<file path="src/design/ifp_pkg.sv">
package ifp_pkg;

  localparam int FRAME_LENGTH_DEF = 11;
  localparam int STORE_DEPTH = 9;
  localparam int CFG_IDX_W = 2;
  localparam logic [7:0] SYNC_RESET = 8'h55;
  localparam logic [7:0] TYPE_RESET = 8'h53;
  localparam logic [CFG_IDX_W-1:0] CFG_SYNC = CFG_IDX_W'(0);
  localparam logic [CFG_IDX_W-1:0] CFG_TYPE = CFG_IDX_W'(1);

  typedef enum logic [1:0] {
    PH_HUNT  = 2'd0,
    PH_TYPE  = 2'd1,
    PH_BODY  = 2'd2,
    PH_JUDGE = 2'd3
  } ifp_phase_t;

  typedef struct packed {
    logic [7:0] rx_byte;
    logic       consumer_busy;
  } ifp_in_t;

  typedef struct packed {
    logic signed [15:0] roll_raw;
    logic signed [15:0] pitch_raw;
    logic signed [15:0] yaw_raw;
    logic signed [15:0] roll_degrees;
    logic signed [15:0] pitch_degrees;
    logic signed [15:0] yaw_degrees;
  } ifp_out_t;

  typedef struct packed {
    logic                 valid;
    logic [CFG_IDX_W-1:0] index;
    logic [7:0]           data;
  } ifp_cfg_wr_t;

  typedef struct packed {
    logic     valid;
    ifp_out_t data;
  } ifp_result_t;

  // Degrees as (raw * 180) >>> 8; the product fits in 24 bits.
  function automatic logic signed [15:0] to_degrees(input logic signed [15:0] raw);
    logic [23:0] prod;
    prod = {{8{raw[15]}}, raw} * 24'd180;
    return prod[23:8];
  endfunction

endpackage

</file>
<file path="src/design/ifp_parser.sv">
module ifp_parser #(
  parameter int FRAME_LENGTH = ifp_pkg::FRAME_LENGTH_DEF
) (
  input  logic                 clk,
  input  logic                 rst_n,
  input  logic                 byte_acc,
  input  ifp_pkg::ifp_in_t     byte_in,
  input  ifp_pkg::ifp_cfg_wr_t cfg_wr,
  output ifp_pkg::ifp_result_t result
);

  localparam int CNT_W = $clog2(FRAME_LENGTH);

  logic [7:0]          sync_r;
  logic [7:0]          type_r;
  ifp_pkg::ifp_phase_t phase_r, phase_nxt;
  logic [CNT_W-1:0]    count_r, count_nxt;
  logic [7:0]          sum_r, sum_nxt;
  logic [7:0]          check_r;
  logic                fresh_r, fresh_nxt;
  logic                check_load;
  logic                last_byte;
  logic                sum_ok;
  logic [7:0]          store_r [ifp_pkg::STORE_DEPTH];
  logic [7:0]          b;

  assign b         = byte_in.rx_byte;
  assign last_byte = (int'(count_r) + 1 >= FRAME_LENGTH);
  assign sum_ok    = (check_r == sum_r) && !byte_in.consumer_busy;

  always_comb begin
    phase_nxt  = phase_r;
    count_nxt  = count_r;
    sum_nxt    = sum_r;
    fresh_nxt  = fresh_r;
    check_load = 1'b0;
    if (byte_acc) begin
      case (phase_r)
        ifp_pkg::PH_HUNT: begin
          if (b == sync_r) begin
            phase_nxt = ifp_pkg::PH_TYPE;
            sum_nxt   = b;
            count_nxt = CNT_W'(1);
          end else begin
            count_nxt = '0;
            sum_nxt   = '0;
          end
        end
        ifp_pkg::PH_TYPE: begin
          if (b == type_r) begin
            phase_nxt = ifp_pkg::PH_BODY;
            sum_nxt   = sum_r + b;
            count_nxt = CNT_W'(2);
          end else begin
            phase_nxt = ifp_pkg::PH_HUNT;
            count_nxt = '0;
            sum_nxt   = '0;
          end
        end
        ifp_pkg::PH_BODY: begin
          if (last_byte) begin
            check_load = 1'b1;
            phase_nxt  = ifp_pkg::PH_JUDGE;
            fresh_nxt  = 1'b1;
            count_nxt  = '0;
          end else begin
            sum_nxt   = sum_r + b;
            count_nxt = count_r + CNT_W'(1);
          end
        end
        ifp_pkg::PH_JUDGE: begin
          if (sum_ok) begin
            fresh_nxt = 1'b0;
          end
          phase_nxt = ifp_pkg::PH_HUNT;
          count_nxt = '0;
          sum_nxt   = '0;
        end
        default: begin
          phase_nxt = ifp_pkg::PH_HUNT;
          count_nxt = '0;
          sum_nxt   = '0;
        end
      endcase
    end
  end

  always_ff @(posedge clk) begin
    if (!rst_n) begin
      sync_r  <= ifp_pkg::SYNC_RESET;
      type_r  <= ifp_pkg::TYPE_RESET;
      phase_r <= ifp_pkg::PH_HUNT;
      count_r <= '0;
      sum_r   <= '0;
      fresh_r <= 1'b0;
    end else begin
      if (cfg_wr.valid && cfg_wr.index == ifp_pkg::CFG_SYNC) begin
        sync_r <= cfg_wr.data;
      end
      if (cfg_wr.valid && cfg_wr.index == ifp_pkg::CFG_TYPE) begin
        type_r <= cfg_wr.data;
      end
      phase_r <= phase_nxt;
      count_r <= count_nxt;
      sum_r   <= sum_nxt;
      fresh_r <= fresh_nxt;
    end
  end

  always_ff @(posedge clk) begin
    if (check_load) begin
      check_r <= b;
    end
    for (int i = 0; i < ifp_pkg::STORE_DEPTH; i++) begin
      if (byte_acc && phase_r == ifp_pkg::PH_BODY && int'(count_r) == i + 2) begin
        store_r[i] <= b;
      end
    end
  end

  always_comb begin
    result.valid = byte_acc && phase_r == ifp_pkg::PH_JUDGE && sum_ok && fresh_r;
    result.data.roll_raw      = {store_r[1], store_r[0]};
    result.data.pitch_raw     = {store_r[3], store_r[2]};
    result.data.yaw_raw       = {store_r[5], store_r[4]};
    result.data.roll_degrees  = ifp_pkg::to_degrees(result.data.roll_raw);
    result.data.pitch_degrees = ifp_pkg::to_degrees(result.data.pitch_raw);
    result.data.yaw_degrees   = ifp_pkg::to_degrees(result.data.yaw_raw);
  end

endmodule

</file>
<file path="src/design/ifp_out_buf.sv">
module ifp_out_buf (
  input  logic                 clk,
  input  logic                 rst_n,
  input  ifp_pkg::ifp_result_t result,
  output logic                 full,
  output logic                 out_valid,
  input  logic                 out_stall,
  output ifp_pkg::ifp_out_t    out_data
);

  logic              main_valid_r, main_valid_nxt;
  logic              skid_valid_r, skid_valid_nxt;
  ifp_pkg::ifp_out_t main_data_r, main_data_nxt;
  ifp_pkg::ifp_out_t skid_data_r, skid_data_nxt;

  always_comb begin
    main_valid_nxt = main_valid_r;
    skid_valid_nxt = skid_valid_r;
    main_data_nxt  = main_data_r;
    skid_data_nxt  = skid_data_r;
    if (!main_valid_r || !out_stall) begin
      if (skid_valid_r) begin
        main_data_nxt  = skid_data_r;
        main_valid_nxt = 1'b1;
        skid_valid_nxt = 1'b0;
      end else begin
        main_data_nxt  = result.data;
        main_valid_nxt = result.valid;
      end
    end else if (result.valid) begin
      skid_data_nxt  = result.data;
      skid_valid_nxt = 1'b1;
    end
  end

  always_ff @(posedge clk) begin
    if (!rst_n) begin
      main_valid_r <= 1'b0;
      skid_valid_r <= 1'b0;
    end else begin
      main_valid_r <= main_valid_nxt;
      skid_valid_r <= skid_valid_nxt;
    end
    main_data_r <= main_data_nxt;
    skid_data_r <= skid_data_nxt;
  end

  assign full      = skid_valid_r;
  assign out_valid = main_valid_r;
  assign out_data  = main_data_r;

endmodule

</file>
<file path="src/design/imu_angle_frame_parser_top.sv">
// Angle frame parser: takes one received byte per cycle while not stalled, hunts for the sync
// and type bytes, collects the frame body and judges the checksum on the word that follows the
// frame, which is always dropped. A good frame with the consumer not busy gives one result
// word, put in the output register, or in the spare stage while the output is held. Throughput
// is one word per cycle; the input stalls only when both the output register and the spare stage
// behind it hold results the receiver has not taken. The user must write the sync and type
// bytes through the configuration port only while idle; the block itself does not enforce it.
module imu_angle_frame_parser_top #(
  parameter int FRAME_LENGTH = ifp_pkg::FRAME_LENGTH_DEF
) (
  input  logic                            clk,
  input  logic                            rst_n,
  input  logic                            in_valid,
  output logic                            in_stall,
  input  ifp_pkg::ifp_in_t                in_data,
  output logic                            out_valid,
  input  logic                            out_stall,
  output ifp_pkg::ifp_out_t               out_data,
  input  logic                            cfg_valid,
  output logic                            cfg_ready,
  input  logic [ifp_pkg::CFG_IDX_W-1:0]   cfg_index,
  input  logic [7:0]                      cfg_wdata
);

  logic                 in_acc;
  ifp_pkg::ifp_cfg_wr_t cfg_wr;
  ifp_pkg::ifp_result_t result;

  assign cfg_ready    = 1'b1;
  assign in_acc       = in_valid && !in_stall;
  assign cfg_wr.valid = cfg_valid && cfg_ready;
  assign cfg_wr.index = cfg_index;
  assign cfg_wr.data  = cfg_wdata;

  ifp_parser #(
    .FRAME_LENGTH(FRAME_LENGTH)
  ) u_parser (
    .clk      (clk),
    .rst_n    (rst_n),
    .byte_acc (in_acc),
    .byte_in  (in_data),
    .cfg_wr   (cfg_wr),
    .result   (result)
  );

  ifp_out_buf u_out_buf (
    .clk       (clk),
    .rst_n     (rst_n),
    .result    (result),
    .full      (in_stall),
    .out_valid (out_valid),
    .out_stall (out_stall),
    .out_data  (out_data)
  );

  // A result can only come from an accepted word.
  a_result_from_word: assert property (@(posedge clk) disable iff (!rst_n)
    result.valid |-> in_acc)
    else $error("result without an accepted word");

  // The spare stage is only occupied behind a full output register.
  a_stall_needs_output: assert property (@(posedge clk) disable iff (!rst_n)
    in_stall |-> out_valid)
    else $error("input stalled with output register empty");

  // The spare stage fills only when the output was held by the receiver.
  a_stall_cause: assert property (@(posedge clk) disable iff (!rst_n)
    $rose(in_stall) |-> $past(out_valid && out_stall))
    else $error("input stall rose without a held output word");

endmodule
</file>
<file path="config.mk">
export PLATFORM = sky130hd
export DESIGN_NAME = imu_angle_frame_parser_top
export DESIGN_NICKNAME = d
export VERILOG_FILES = /design/src/design/ifp_pkg.sv /design/src/design/ifp_parser.sv /design/src/design/ifp_out_buf.sv /design/src/design/imu_angle_frame_parser_top.sv
export SDC_FILE = /design/constraint.sdc
export NUM_CORES = 1
export LEC_CHECK = 0
export BUFFER_PORTS_ARGS = -buffer_cell sky130_fd_sc_hd__buf_2
export CAP_MARGIN = 40
export CELL_PAD_IN_SITES_DETAIL_PLACEMENT = 0
export CELL_PAD_IN_SITES_GLOBAL_PLACEMENT = 1
export CORE_UTILIZATION = 35
export CTS_BUF_LIST = sky130_fd_sc_hd__clkbuf_16
export DETAILED_ROUTE_END_ITERATION = 8
export PLACE_DENSITY_LB_ADDON = 0.1
export SYNTH_ARGS = -nofsm -noshare
export SYNTH_HDL_FRONTEND = slang
export SYNTH_SLANG_ARGS = --single-unit
</file>
<file path="constraint.sdc">
create_clock -name clk -period 11.2 [get_ports clk]
set_input_delay 0 -clock clk [delete_from_list [all_inputs] [get_ports clk]]
set_output_delay 0 -clock clk [all_outputs]
set_load 0.02 [all_outputs]
</file>
Word-level counts from Yosys, hierarchy flattened
Memory sizes are Yosys's and may differ from the RTL's.
Cells that the tools add are included.
{"block": "classes", "n_reduce_logical": 38, "bitwise_logic": 2, "multipliers": 3, "n_lt_le_gt_ge": 1, "shift": 0, "n_mux": 62, "n_eq_ne": 20, "addsub": 3, "n_div": 0}
{"cell": "96-bit 2-to-1 mux", "count": 1}
{"cell": "8-bit 2-to-1 mux", "count": 11}
{"cell": "24-bit by 6-bit multiplier with 22-bit output (second input constant)", "count": 3}
{"cell": "8-bit OR reduction", "count": 8}
{"cell": "4-bit 2-to-1 mux", "count": 9}
{"cell": "1-bit 2-to-1 mux", "count": 33}
{"cell": "32-bit by 5-bit greater-or-equal comparator with 1-bit output (second input constant)", "count": 1}
{"cell": "8-bit one-hot mux with 4 select lines", "count": 1}
{"cell": "4-bit equality test (second input constant)", "count": 7}
{"cell": "8-bit equality test", "count": 3}
{"cell": "1-bit logical AND", "count": 17}
{"cell": "4-bit one-hot mux with 4 select lines", "count": 1}
{"cell": "8-bit adder", "count": 1}
{"cell": "4-bit by 3-bit equality test with 1-bit output (second input constant)", "count": 2}
{"cell": "2-bit 2-to-1 mux", "count": 4}
{"cell": "2-bit one-hot mux with 4 select lines", "count": 1}
{"cell": "2-bit by 1-bit inequality test with 1-bit output (second input constant)", "count": 3}
{"cell": "4-bit by 1-bit adder with 5-bit output (second input constant)", "count": 1}
{"cell": "4-bit by 1-bit adder with 4-bit output (second input constant)", "count": 1}
{"cell": "2-bit by 1-bit equality test with 1-bit output (second input constant)", "count": 2}
{"cell": "2-bit equality test (second input constant)", "count": 2}
{"cell": "1-bit logical NOT", "count": 4}
{"cell": "2-bit logical NOT", "count": 2}
{"cell": "2-bit AND reduction", "count": 2}
{"cell": "8 further kinds", "count": 9}
{"block": "totals", "rom_bits": 0, "latchBits": 0, "inputBits": 24, "register_bits": 233, "out_inout_bits": 99, "memories": 1, "ram_bits": 72, "wordCells": 151}
{"memory": "u_parser.store_r", "words": 9, "width": 8, "read_ports": 6, "rd_ports_with_merged_regs": 0, "wr": 1, "line_no": "ifp_parser.sv:24", "text": "logic [7:0] store_r [ifp_pkg::STORE_DEPTH];"}

Depth between registers and ports, before layout
Gate-level depths: netlist (run 1).
{"block": "depth", "ltp_word": 15, "ltp_mapped": 15, "ltp_nobuf": 15}

Cells and area by module
Synthesis (run 1) repeated with hierarchy kept, for this count alone.
{"block": "unflattened", "cells_unflattened": 1223, "hier_area_um2": 16141.7}
{"mod": "ifp_parser", "area_each_um2": 8997.4, "seq_area_each_um2": 2302.2, "cells_each": 914, "instances": 1}
{"mod": "ifp_out_buf", "area_each_um2": 7119.3, "seq_area_each_um2": 5805.6, "cells_each": 306, "instances": 1}
{"mod": "imu_angle_frame_parser_top", "area_each_um2": 25.0, "seq_area_each_um2": 0.0, "cells_each": 3, "instances": 1}

Worst setup path before layout (run 1)
Ideal clock, no wire load.
{"block": "synth_path", "path_kind": "register to register", "startpoint": "register u_out_buf.main_valid_r (netlist: u_out_buf.out_valid)", "endpoint": "register u_out_buf.skid_data_r[0] (netlist bit), enable pin", "setup_ns": 0.668, "t_arrival_ns": 9.402, "n_path_buf": 0, "slack_ns": 1.129, "stages_incl_launch_ff": 3, "required_ns": 10.532, "period_less_slack_ns": 10.071, "path_cell_list": "dfxtp_1 -> nand2_1 -> nor3_1"}
{"block": "synth_via", "elab_chain_len": 4}
{"item": "start: declaration", "line_no": "ifp_out_buf.sv:11", "text": "logic main_valid_r, main_valid_nxt;"}
{"item": "start signal: assignment", "line_no": "ifp_out_buf.sv:41", "text": "main_valid_r <= main_valid_nxt;"}
{"item": "1-bit logical NOT", "line_no": "ifp_out_buf.sv:21", "text": "if (!main_valid_r || !out_stall) begin"}
{"item": "1-bit logical OR", "line_no": "ifp_out_buf.sv:21"}
{"item": "1-bit inverter (no source line)"}
{"item": "2-bit AND reduction (no source line)"}
{"item": "end signal: assignment", "line_no": "ifp_out_buf.sv:45", "text": "skid_data_r <= skid_data_nxt;"}
{"item": "end: declaration", "line_no": "ifp_out_buf.sv:14", "text": "ifp_pkg::ifp_out_t skid_data_r, skid_data_nxt;"}
No other way between the ends.
A chain may end at the register's enable or synchronous reset.

==> results.md, run 1 <==
- Antenna violations before repair: 1
- Critical path's top delay family: adder cells
- TritonCTS sink count: about 280
- H-tree lvl count: 2
- Setup Fix Bufs, Post-CTS: 0
- Final Cycle Share: a little under two fifths
- GRT Total Usage: between 10 and 15%
- 1st-iter DRT viols: a little under 400
- Gate Count Post-Synth: around 1200
- Asr flop ratio synth: 0%
- # DRC: 0
- Peak Freq: about 230 MHz
- CTS buffer count: 34
- Mean post-synth cell area: around 13 µm²
- Die W: roughly 220 µm
- Pwr/cell area: ~120 mW/mm²
- Worst setup SP type: flip-flop
- EDFF count, synth: between 200 and 250
- Cells on Worst Hold Path: 5
- Max VDD drop: 0.102 mV
- Relative slew slack: 41.4%
- Routed WL: approximately 34 mm
- Multi-input logic area: between 0.006 and 0.007 mm²
- Distinct cells, synth: 64
- Worst Max-Slew Pin Slew: 879 ps
- Levels on crit path: 14
- Buf/Inv on CP: 2
- Max-cap viol count: 0
- Initial core utilization: a little over a third
- P_leak: between 7 and 8 nW
- Commonest cells in the netlist: edfxtp_1, inv_1, ha_1
- Setup TNS: 0 ps
- GP Congestion: around 0.78
- Vias in the first global route: 9588
- Max Slew Vio Count: 0
- Status: finished, final reports clean
- Post-layout min period: 4290 ps
- R2r worst-path depth: 14
- Die Area: 0.0463 mm²
- Pre-antenna DRT Iters: 4
- Sequential cell area: ~0.0081 mm²
- Largest cells by area after synthesis: edfxtp_1, ha_1, fa_1
- YS warnings: 0
- Nets: about 1600
- Syn-to-layout area delta: 16.8%
- Via density: ~4.6
- Num ports: about 120
- Crit path cell chain: ha_1 -> fa_1 -> inv_1 -> fa_1 -> inv_1 -> ha_1 -> o21ai_0 -> nor2_1 -> or3_1 -> o221ai_2 -> a21oi_2 -> or2_4 -> a2111o_1 -> o221a_2
- FF-to-FF Start: u_parser.store_r[0][20]
- Hold Fails Final Rpt: 0
- Share of layout cells above drive strength 1: between 20% and 30%
- Max stage delay on crit path: between 500 and 600 ps
- Aggregate global routing overflow: 0
- Syn Nets: 1456
- Unrepaired setup endpoints after global routing: false
- Data arrival, critical path: 4590 ps
- Clock tree from TritonCTS: yes
- Sequential-to-total area share from yosys stat: 51.0%
- Worst hold path type: primary input to flip-flop
- Clock transition at path regs: roughly 60 ps
- Synth area leader: edfxtp_1
- CTS root buf: clkbuf_16
- Critical Path Start: u_parser.store_r[0][20]
- Post-CTS resize count: 0
- Rows: between 70 and 80
- CP endpoint kind: flip-flop
- Post-layout power: 2.26 mW
- CTS Buffer Depth: 3
- Synth Register Bits: around 280
- Ys flop type: edfxtp_1
- Port bufs: 121
- Clk_skew: between 15 and 20 ps
- Critical Path RT: around 11000 ps
- Ant. Diodes: 0
- Critical path class: flip-flop to flip-flop
- Wire per inst: between 15 and 20 µm
- Synth top area share: a little under half
- Detailed Place HPWL: ~24 mm
- Crit path max fanout: 5
- First-pass GRT wire length: between 50 and 60 mm
- Cell Area, Synth: between 0.015 and 0.02 mm²
- Via count: around 9300
- Filler cell count: between 4000 and 5000
- Most common cell in the netlist: edfxtp_1
- Crit-path slowest cell: fa_1
- Maximum number of pins on one net before global-route repair: between 60 and 70
- Setup violators final: 0
- Worst skew pair latency: 540 ps
- CORE AREA: ~0.045 mm²
- Die Y: roughly 220 µm
- Final ANT Viol Nets: 0
- Hold Startpoint: in_data[0]
## cell usage in the layout, fill, tap and decap left out, types with 5 or more instances in the layout
| cell | instances |
|---|---|
| dlygate4sd3_1 | 23 |
| nand3_1 | 8 |
| or3_1 | 5 |
| o21bai_1 | 5 |
| fa_1 | 67 |
| clkinv_1 | 5 |
| edfxtp_1 | 248 |
| o21ai_0 | 25 |
| nor4_1 | 5 |
| and3_1 | 6 |
| nor2_1 | 28 |
| nand2b_1 | 5 |
| nand2_1 | 51 |
| a22oi_1 | 9 |
| nor3_1 | 9 |
| buf_4 | 8 |
| and2_1 | 8 |
| a21oi_1 | 50 |
| ha_1 | 142 |
| xor2_1 | 47 |
| o21a_1 | 5 |
| mux2i_1 | 16 |
| buf_2 | 122 |
| xnor2_1 | 48 |
| inv_1 | 203 |
| mux2_2 | 84 |
| a21o_1 | 16 |
| a21boi_0 | 5 |
| clkbuf_16 | 36 |
| nor2b_1 | 17 |
| dfxtp_1 | 32 |
## metrics by stage
stage	instance area, µm²	worst slack (ps)	hold slack [ps]	cells	util (%)
after detailed placement	17300	6890	242	1920	38.8
final	18600	6910	38.4	2002	41.7
after CTS	18600	6870	21.4	2002	41.7
after global placement	17200	6930	242	1916	38.7
after global routing	18600	6620	95.6	2002	41.7
after floorplan	15900	1130	98.9	1223	-
## cells by family after synthesis
group	count (synthesis)	synth area share (%)
other cells	1	0.0236
fa+ha+maj	210	19.7
buf+inv	221	5.26
mux	100	6.95
flops	281	51.0
compound gates	151	6.52
xor+xnor	95	5.23
simple gates	164	5.37
## worst min-delay path, stage by stage
cell      delay, ps
buf_2           100
nand4b_1        190
nor2_1           70
nor2_1          110
nor3b_1          60
## area by class of cell
type	instances	share of cell area, %
Sequential cell	281	43.7
Inverter	195	3.94
Clock buffer	36	4.85
Multi-Input combinational cell	721	37.5
Clock inverter	23	1.00
Tap cell	592	3.99
Timing Repair Buffer	154	5.00
## routing by layer
metal | routed length, µm | up-vias | track usage (%)
met1 | 16300 | 4494 | 20.4
met3 | 1340 | 43 | 2.69
met2 | 15300 | 153 | 23.6
met4 | 673 | 0 | 4.82
li1 | - | 4587 | -
met5 | 0 | - | 0
## power by group
part           total (mW)  switching (mW)  internal [mW]
clock                1.09           0.442          0.649
combinational      0.0398          0.0234         0.0164
sequential           1.13         0.00189           1.13
## final timing paths
kind / endpoint / slack [ps]
worst max-delay path: u_out_buf.out_data[29] / 6910
worst max register to register: u_out_buf.out_data[29] / 6910
worst min register to register: u_parser.type_r[1] / 490
worst min-delay path: u_out_buf.full / 40
## registers in the layout (all words and copies together) (netlist names), named ones only
| name | flops |
|---|---|
| u_parser.check_r | 8 |
| u_out_buf.out_data | 96 |
| u_out_buf.full | 1 |
| u_parser.sync_r | 8 |
| u_out_buf.skid_data_r | 96 |
| u_out_buf.out_valid | 1 |
| u_parser.fresh_r | 1 |
| u_parser.type_r | 8 |
| u_parser.phase_r | 1 |
| u_parser.store_r | 48 |
| u_parser.sum_r | 8 |
| u_parser.count_r | 4 |
## repair_timing
action                                  in CTS  in global routing
endpoints found under the setup margin       0                  0
hold endpoints to repair                    76                  0
hold buffers                                23                  0
Note: power is estimated with default switching activity, not from simulation.
==> run 2: changes to the inputs <==
- clock period: 11.2 -> 4 ns (I/O delays scaled with it)
==> results.md, run 2 (synthesis gave the netlist of run 1 again) <==
- Die W: ~220 µm
- Commonest non-fill, non-tap cell in the layout: edfxtp_1
- Crit-path slowest cell: fa_1
- Unrepaired setup endpoints after global routing: true
- Pwr/cell area: 329 mW/mm²
- Worst hold path type: primary input to flip-flop
- Aggregate global routing overflow: 0
- CTS root buf: clkbuf_16
- Port bufs: roughly 120
- Wire per inst: 16.4 µm
- Register share of total power: between 40% and 50%
- Peak Freq: approximately 250 MHz
- Fin worst setup slack: -2.79 ps
- Max Slew Vio Count: 0
- CORE AREA: 0.0445 mm²
- Post-layout power: 6.52 mW
- Initial core utilization: ~36%
- Nets: approximately 1700
- CTS buffer count: 34
- Status: finished, violations left
- Switch share: slightly above 20%
- Maximum number of pins on one net before global-route repair: a little over 60
- 1st-iter DRT viols: roughly 350
- TritonCTS sink count: ~280
- Internal cell power: 5.20 mW
- Max stage delay on crit path: a little over 500 ps
- Share of layout cells above drive strength 1: between 20% and 30%
- GP Congestion: ~0.78
- Relative slew slack: around 43%
- Via count: about 9600
- Final Cycle Share: 100%
- Crit path max fanout: 4
- Final ANT Viol Nets: 0
- Critical Path RT: 4290 ps
- Clock power frac: 49.8%
- Clock transition at path regs: 60 ps
- Vias in the first global route: 9872
- Max-cap viol count: 0
- Setup violators final: 1
- Commonest non-fill, non-tap cells in the layout: edfxtp_1, inv_1, buf_2, ha_1, buf_4
- Via density: approximately 4.6
- Net Sw Power: between 1 and 1.5 mW
- Antenna violations before repair: 0
- Max VDD drop: 0.231 mV
- Clk_skew: slightly above 10 ps
- P_leak: around 8.4 nW
- Routed WL: ~34 mm
- Worst Max-Slew Pin Slew: 853 ps
- Ant. Diodes: 0
- Data arrival, critical path: approximately 4300 ps
- Worst skew pair latency: between 500 and 600 ps
- Post-layout min period: 4000 ps
- Hold Fails Final Rpt: 0
- CTS Buffer Depth: 3
- H-tree lvl count: 2
- Die Area: roughly 0.046 mm²
- Crit path cell chain: buf_6 -> ha_4 -> fa_1 -> inv_2 -> fa_1 -> inv_2 -> ha_4 -> o21ai_4 -> a221oi_4 -> a41oi_4 -> a211oi_4 -> buf_6 -> o31ai_4 -> a21oi_2 -> xor2_1 -> mux2_2
- Pre-antenna DRT Iters: 4
- FF-to-FF Start: u_parser.store_r[0][38]
- Detailed Place HPWL: between 20 and 25 mm
- CP endpoint kind: flip-flop
- Violations in the final reports: negative setup slack
- Combinational cell fraction of total power: 1.7%
- # DRC: 0
- Num ports: between 100 and 150
- Clock tree from TritonCTS: yes
- Critical Path Start: u_parser.store_r[0][38]
- First-pass GRT wire length: roughly 54 mm
- GRT Total Usage: between 10 and 15%
- Worst setup SP type: flip-flop
- Minimum hold slack: around 75 ps
- Critical path class: flip-flop to flip-flop
- Hold Startpoint: out_stall
- Rows: 77
- Die Y: 215 µm
- Syn-to-layout area delta: 24.6%
run 2: cell types whose count changed in the layout (fill, tap and decap cells not counted), moves of 6 or more:
cell	previous run	this run
buf_4	8	88
ha_1	142	120
ha_4	0	20
inv_1	203	192
a21oi_1	50	41
clkinv_2	2	10
a21oi_2	2	8
buf_6	0	6
inv_2	1	7
run 2: cell type report:
class | count | area (µm²)
Sequential cell | 281 | 8110
Fill cell | 4239 | 24700
Multi-Input combinational cell | 721 | 7480
Clock buffer | 37 | 926
Clock inverter | 25 | 249
Timing Repair Buffer | 241 | 1590
Tap cell | 592 | 741
Inverter | 195 | 732
run 2: power groups by stage:
stage | clock network, mW | logic [mW] | registers, mW
after detailed placement | 0 | 0.0965 | 3.23
final | 3.24 | 0.111 | 3.16
after floorplan | 0 | 0.0455 | 3.23
after global placement | 0 | 0.0945 | 3.23
after global routing | 3.46 | 0.123 | 3.16
after CTS | 3.35 | 0.114 | 3.16
run 2: per-layer routing:
| metal | routed length (µm) | track usage, % |
|---|---|---|
| met4 | 673 | 4.09 |
| met5 | 0 | 0 |
| met2 | 15600 | 23.8 |
| met3 | 1520 | 3.31 |
| met1 | 16500 | 20.5 |
run 2: per-stage QoR:
step	util [%]	setup slack (ps)	std cells	setup TNS, ps	area, µm²
after floorplan	-	6.06	1223	0	16000
after global placement	39.9	-55.2	1987	-176	17800
after detailed placement	40.0	-84.2	1990	-495	17800
after CTS	43.5	-35.4	2080	-35.4	19300
after global routing	44.5	-138	2092	-882	19800
final	44.5	-2.79	2092	-2.79	19800
run 2: worst paths after layout:
path | endpoint | slack [ps] | depth (start not counted)
worst min-delay path | u_out_buf.out_data[91] | 80 | 2
worst max register to register | u_out_buf.out_data[15] | -3 | 16
worst max-delay path | u_out_buf.out_data[15] | -3 | 16
worst min register to register | u_parser.sync_r[0] | 500 | 2
run 2: timing repair:
action	CTS	global route
setup buffers	3	12
hold endpoints to repair	78	0
resized for setup	9	70
hold buffers	25	0
pin swaps	8	33
endpoints found under the setup margin	12	32
run 2: critical path: cells and delay by family, from the launching register on:
kind                       cells  cell delay (ps)
muxes                          1              260
xor gates and xnor gates       1               90
DFF                            1              400
AOI/OAI and AO/OA              6             1090
buffers and inverters          4              380
adders and majority gates      4             1520
==> run 3: changes to the inputs <==
- CORE_ASPECT_RATIO: unset -> 0.75
- CTS_BUF_LIST: sky130_fd_sc_hd__clkbuf_16 -> sky130_fd_sc_hd__clkbuf_2 sky130_fd_sc_hd__clkbuf_4 sky130_fd_sc_hd__clkbuf_8
==> results.md, run 3 (synthesis gave the netlist of run 1 again) <==
- Clock transition at path regs: 60 ps
- Pwr/cell area: slightly above 300 mW/mm²
- H-tree lvl count: 2
- Buf/Inv on CP: 3
- CP endpoint kind: flip-flop
- Nets: 1721
- Vias in the first global route: between 9000 and 10000
- # DRC: 0
- Final Cycle Share: between 90% and 100%
- Ant. Diodes: 0
- Dpl ws: -137 ps
- Worst Max-Slew Pin Slew: 781 ps
- Worst skew pair latency: a little under 600 ps
- Die Y: around 190 µm
- Hold Fails Final Rpt: 0
- Share of layout cells above drive strength 1: just under 30%
- Fin worst setup slack: roughly 35 ps
- Aggregate global routing overflow: 0
- Max VDD drop: roughly 0.19 mV
- Unrepaired setup endpoints after global routing: true
- Detailed Place HPWL: between 20 and 25 mm
- Antenna violations before repair: 0
- Commonest non-fill, non-tap cell in the layout: edfxtp_1
- Commonest non-fill, non-tap cells in the layout: edfxtp_1, inv_1, ha_1, buf_2, buf_4
- First-pass GRT wire length: 53.5 mm
- Post-layout min period: 3970 ps
- Routed length on met2: 14.7 mm
- Crit path max fanout: 4
- GRT Total Usage: roughly 15%
- CTS Buffer Depth: 3
- Crit-path slowest cell: fa_1
- Via density: between 4 and 5
- Clock tree from TritonCTS: yes
- Maximum number of pins on one net before global-route repair: a little under 100
- Setup violators final: 0
- CTS buffer count: 48
- Post-layout power: around 5.9 mW
- Final ANT Viol Nets: 0
- Setup TNS: 0 ps
- Num ports: ~120
- Data arrival, critical path: approximately 4300 ps
- Max stage delay on crit path: approximately 500 ps
- Max layer used: met4
- Die Area: approximately 0.046 mm²
- Crit path cell chain: buf_4 -> ha_4 -> fa_1 -> inv_1 -> fa_1 -> inv_2 -> ha_4 -> o21ai_4 -> a221oi_4 -> a41oi_4 -> a211oi_4 -> o31ai_4 -> a21oi_2 -> xor2_1 -> mux2_2
- Critical path class: flip-flop to flip-flop
- DR WL met3: 1.33 mm
- Critical Path RT: approximately 4300 ps
- CORE AREA: 0.0448 mm²
- Wire per inst: ~16 µm
- Clk_skew: 12.6 ps
- DRT met1 WL: 17.8 mm
- Rows: 67
- Peak Freq: between 200 and 300 MHz
- Worst hold path type: primary input to flip-flop
- Routed WL: around 35 mm
- Max Slew Vio Count: 0
- GP Congestion: slightly below 0.8
- Status: finished, final reports clean
- CTS root buf: clkbuf_8
- Initial core utilization: between 30% and 40%
- Die W: 248 µm
- TritonCTS sink count: 281
- Via count: between 9000 and 10000
- P_leak: 8.29 nW
- Pre-antenna DRT Iters: 4
- Relative slew slack: 47.9%
- Max-cap viol count: 0
- Critical path's top delay family: adder cells
- Worst setup SP type: flip-flop
- Port bufs: roughly 120
- 1st-iter DRT viols: 400
- Syn-to-layout area delta: 22.8%
==> run 3: cell count changes in the layout (fill, tap and decap cells not counted), sizes merged <==
| cell | delta |
|---|---|
| buf | -2 |
| clkbuf | +21 |
| bufinv | -2 |
| clkinvlp | -1 |
| clkinv | +12 |
| inv | -4 |
| dlygate4sd3 | +2 |
==> run 3: per-layer routing <==
| metal | track usage (%) | vias up |
|---|---|---|
| met4 | 4.15 | 0 |
| met2 | 21.6 | 134 |
| met5 | 0 | - |
| met3 | 2.82 | 53 |
| li1 | - | 4800 |
| met1 | 22.6 | 4592 |
==> run 3: repair_timing <==
action,in CTS,in global routing
endpoints found under the hold margin,89,0
hold buffers,27,0
resized for setup,11,49
endpoints found under the setup margin,15,32
pin swaps,16,28
setup buffers,3,10
==> run 3: per-stage QoR <==
| step | cells | hold WS (ps) | area [µm²] | utilization [%] |
|---|---|---|---|---|
| floorplan | 1223 | 98.9 | 16000 | - |
| global placement | 1981 | 232 | 17800 | 39.7 |
| detailed placement | 1984 | 233 | 17800 | 39.8 |
| CTS | 2102 | 12.5 | 19100 | 42.8 |
| global route | 2112 | 46.3 | 19500 | 43.6 |
| finish | 2112 | 34.2 | 19500 | 43.6 |
==> run 3: cell type report <==
class | instances | area, µm²
clock buffer | 58 | 742
clock inverter | 30 | 218
fill | 4257 | 25200
inverter | 195 | 732
multi-input combinational | 721 | 7400
sequential | 281 | 8110
tap | 586 | 733
timing repair buffer | 241 | 1590
==> run 3: worst paths after layout <==
kind / startpoint / to / slack, ps / depth (start not counted)
min reg2reg: u_parser.fresh_r / u_parser.fresh_r / 500 / 2
min: out_stall / u_out_buf.out_data[91] / 30 / 2
max reg2reg: u_parser.store_r[0][35] / u_out_buf.out_data[15] / 30 / 15
max: u_parser.store_r[0][35] / u_out_buf.out_data[15] / 30 / 15
==> run 3: report_power, final <==
group,switching (mW),internal (mW)
Clock,1.22,1.43
Combinational,0.0651,0.0487
Sequential,0.00543,3.16
Total,1.29,4.63
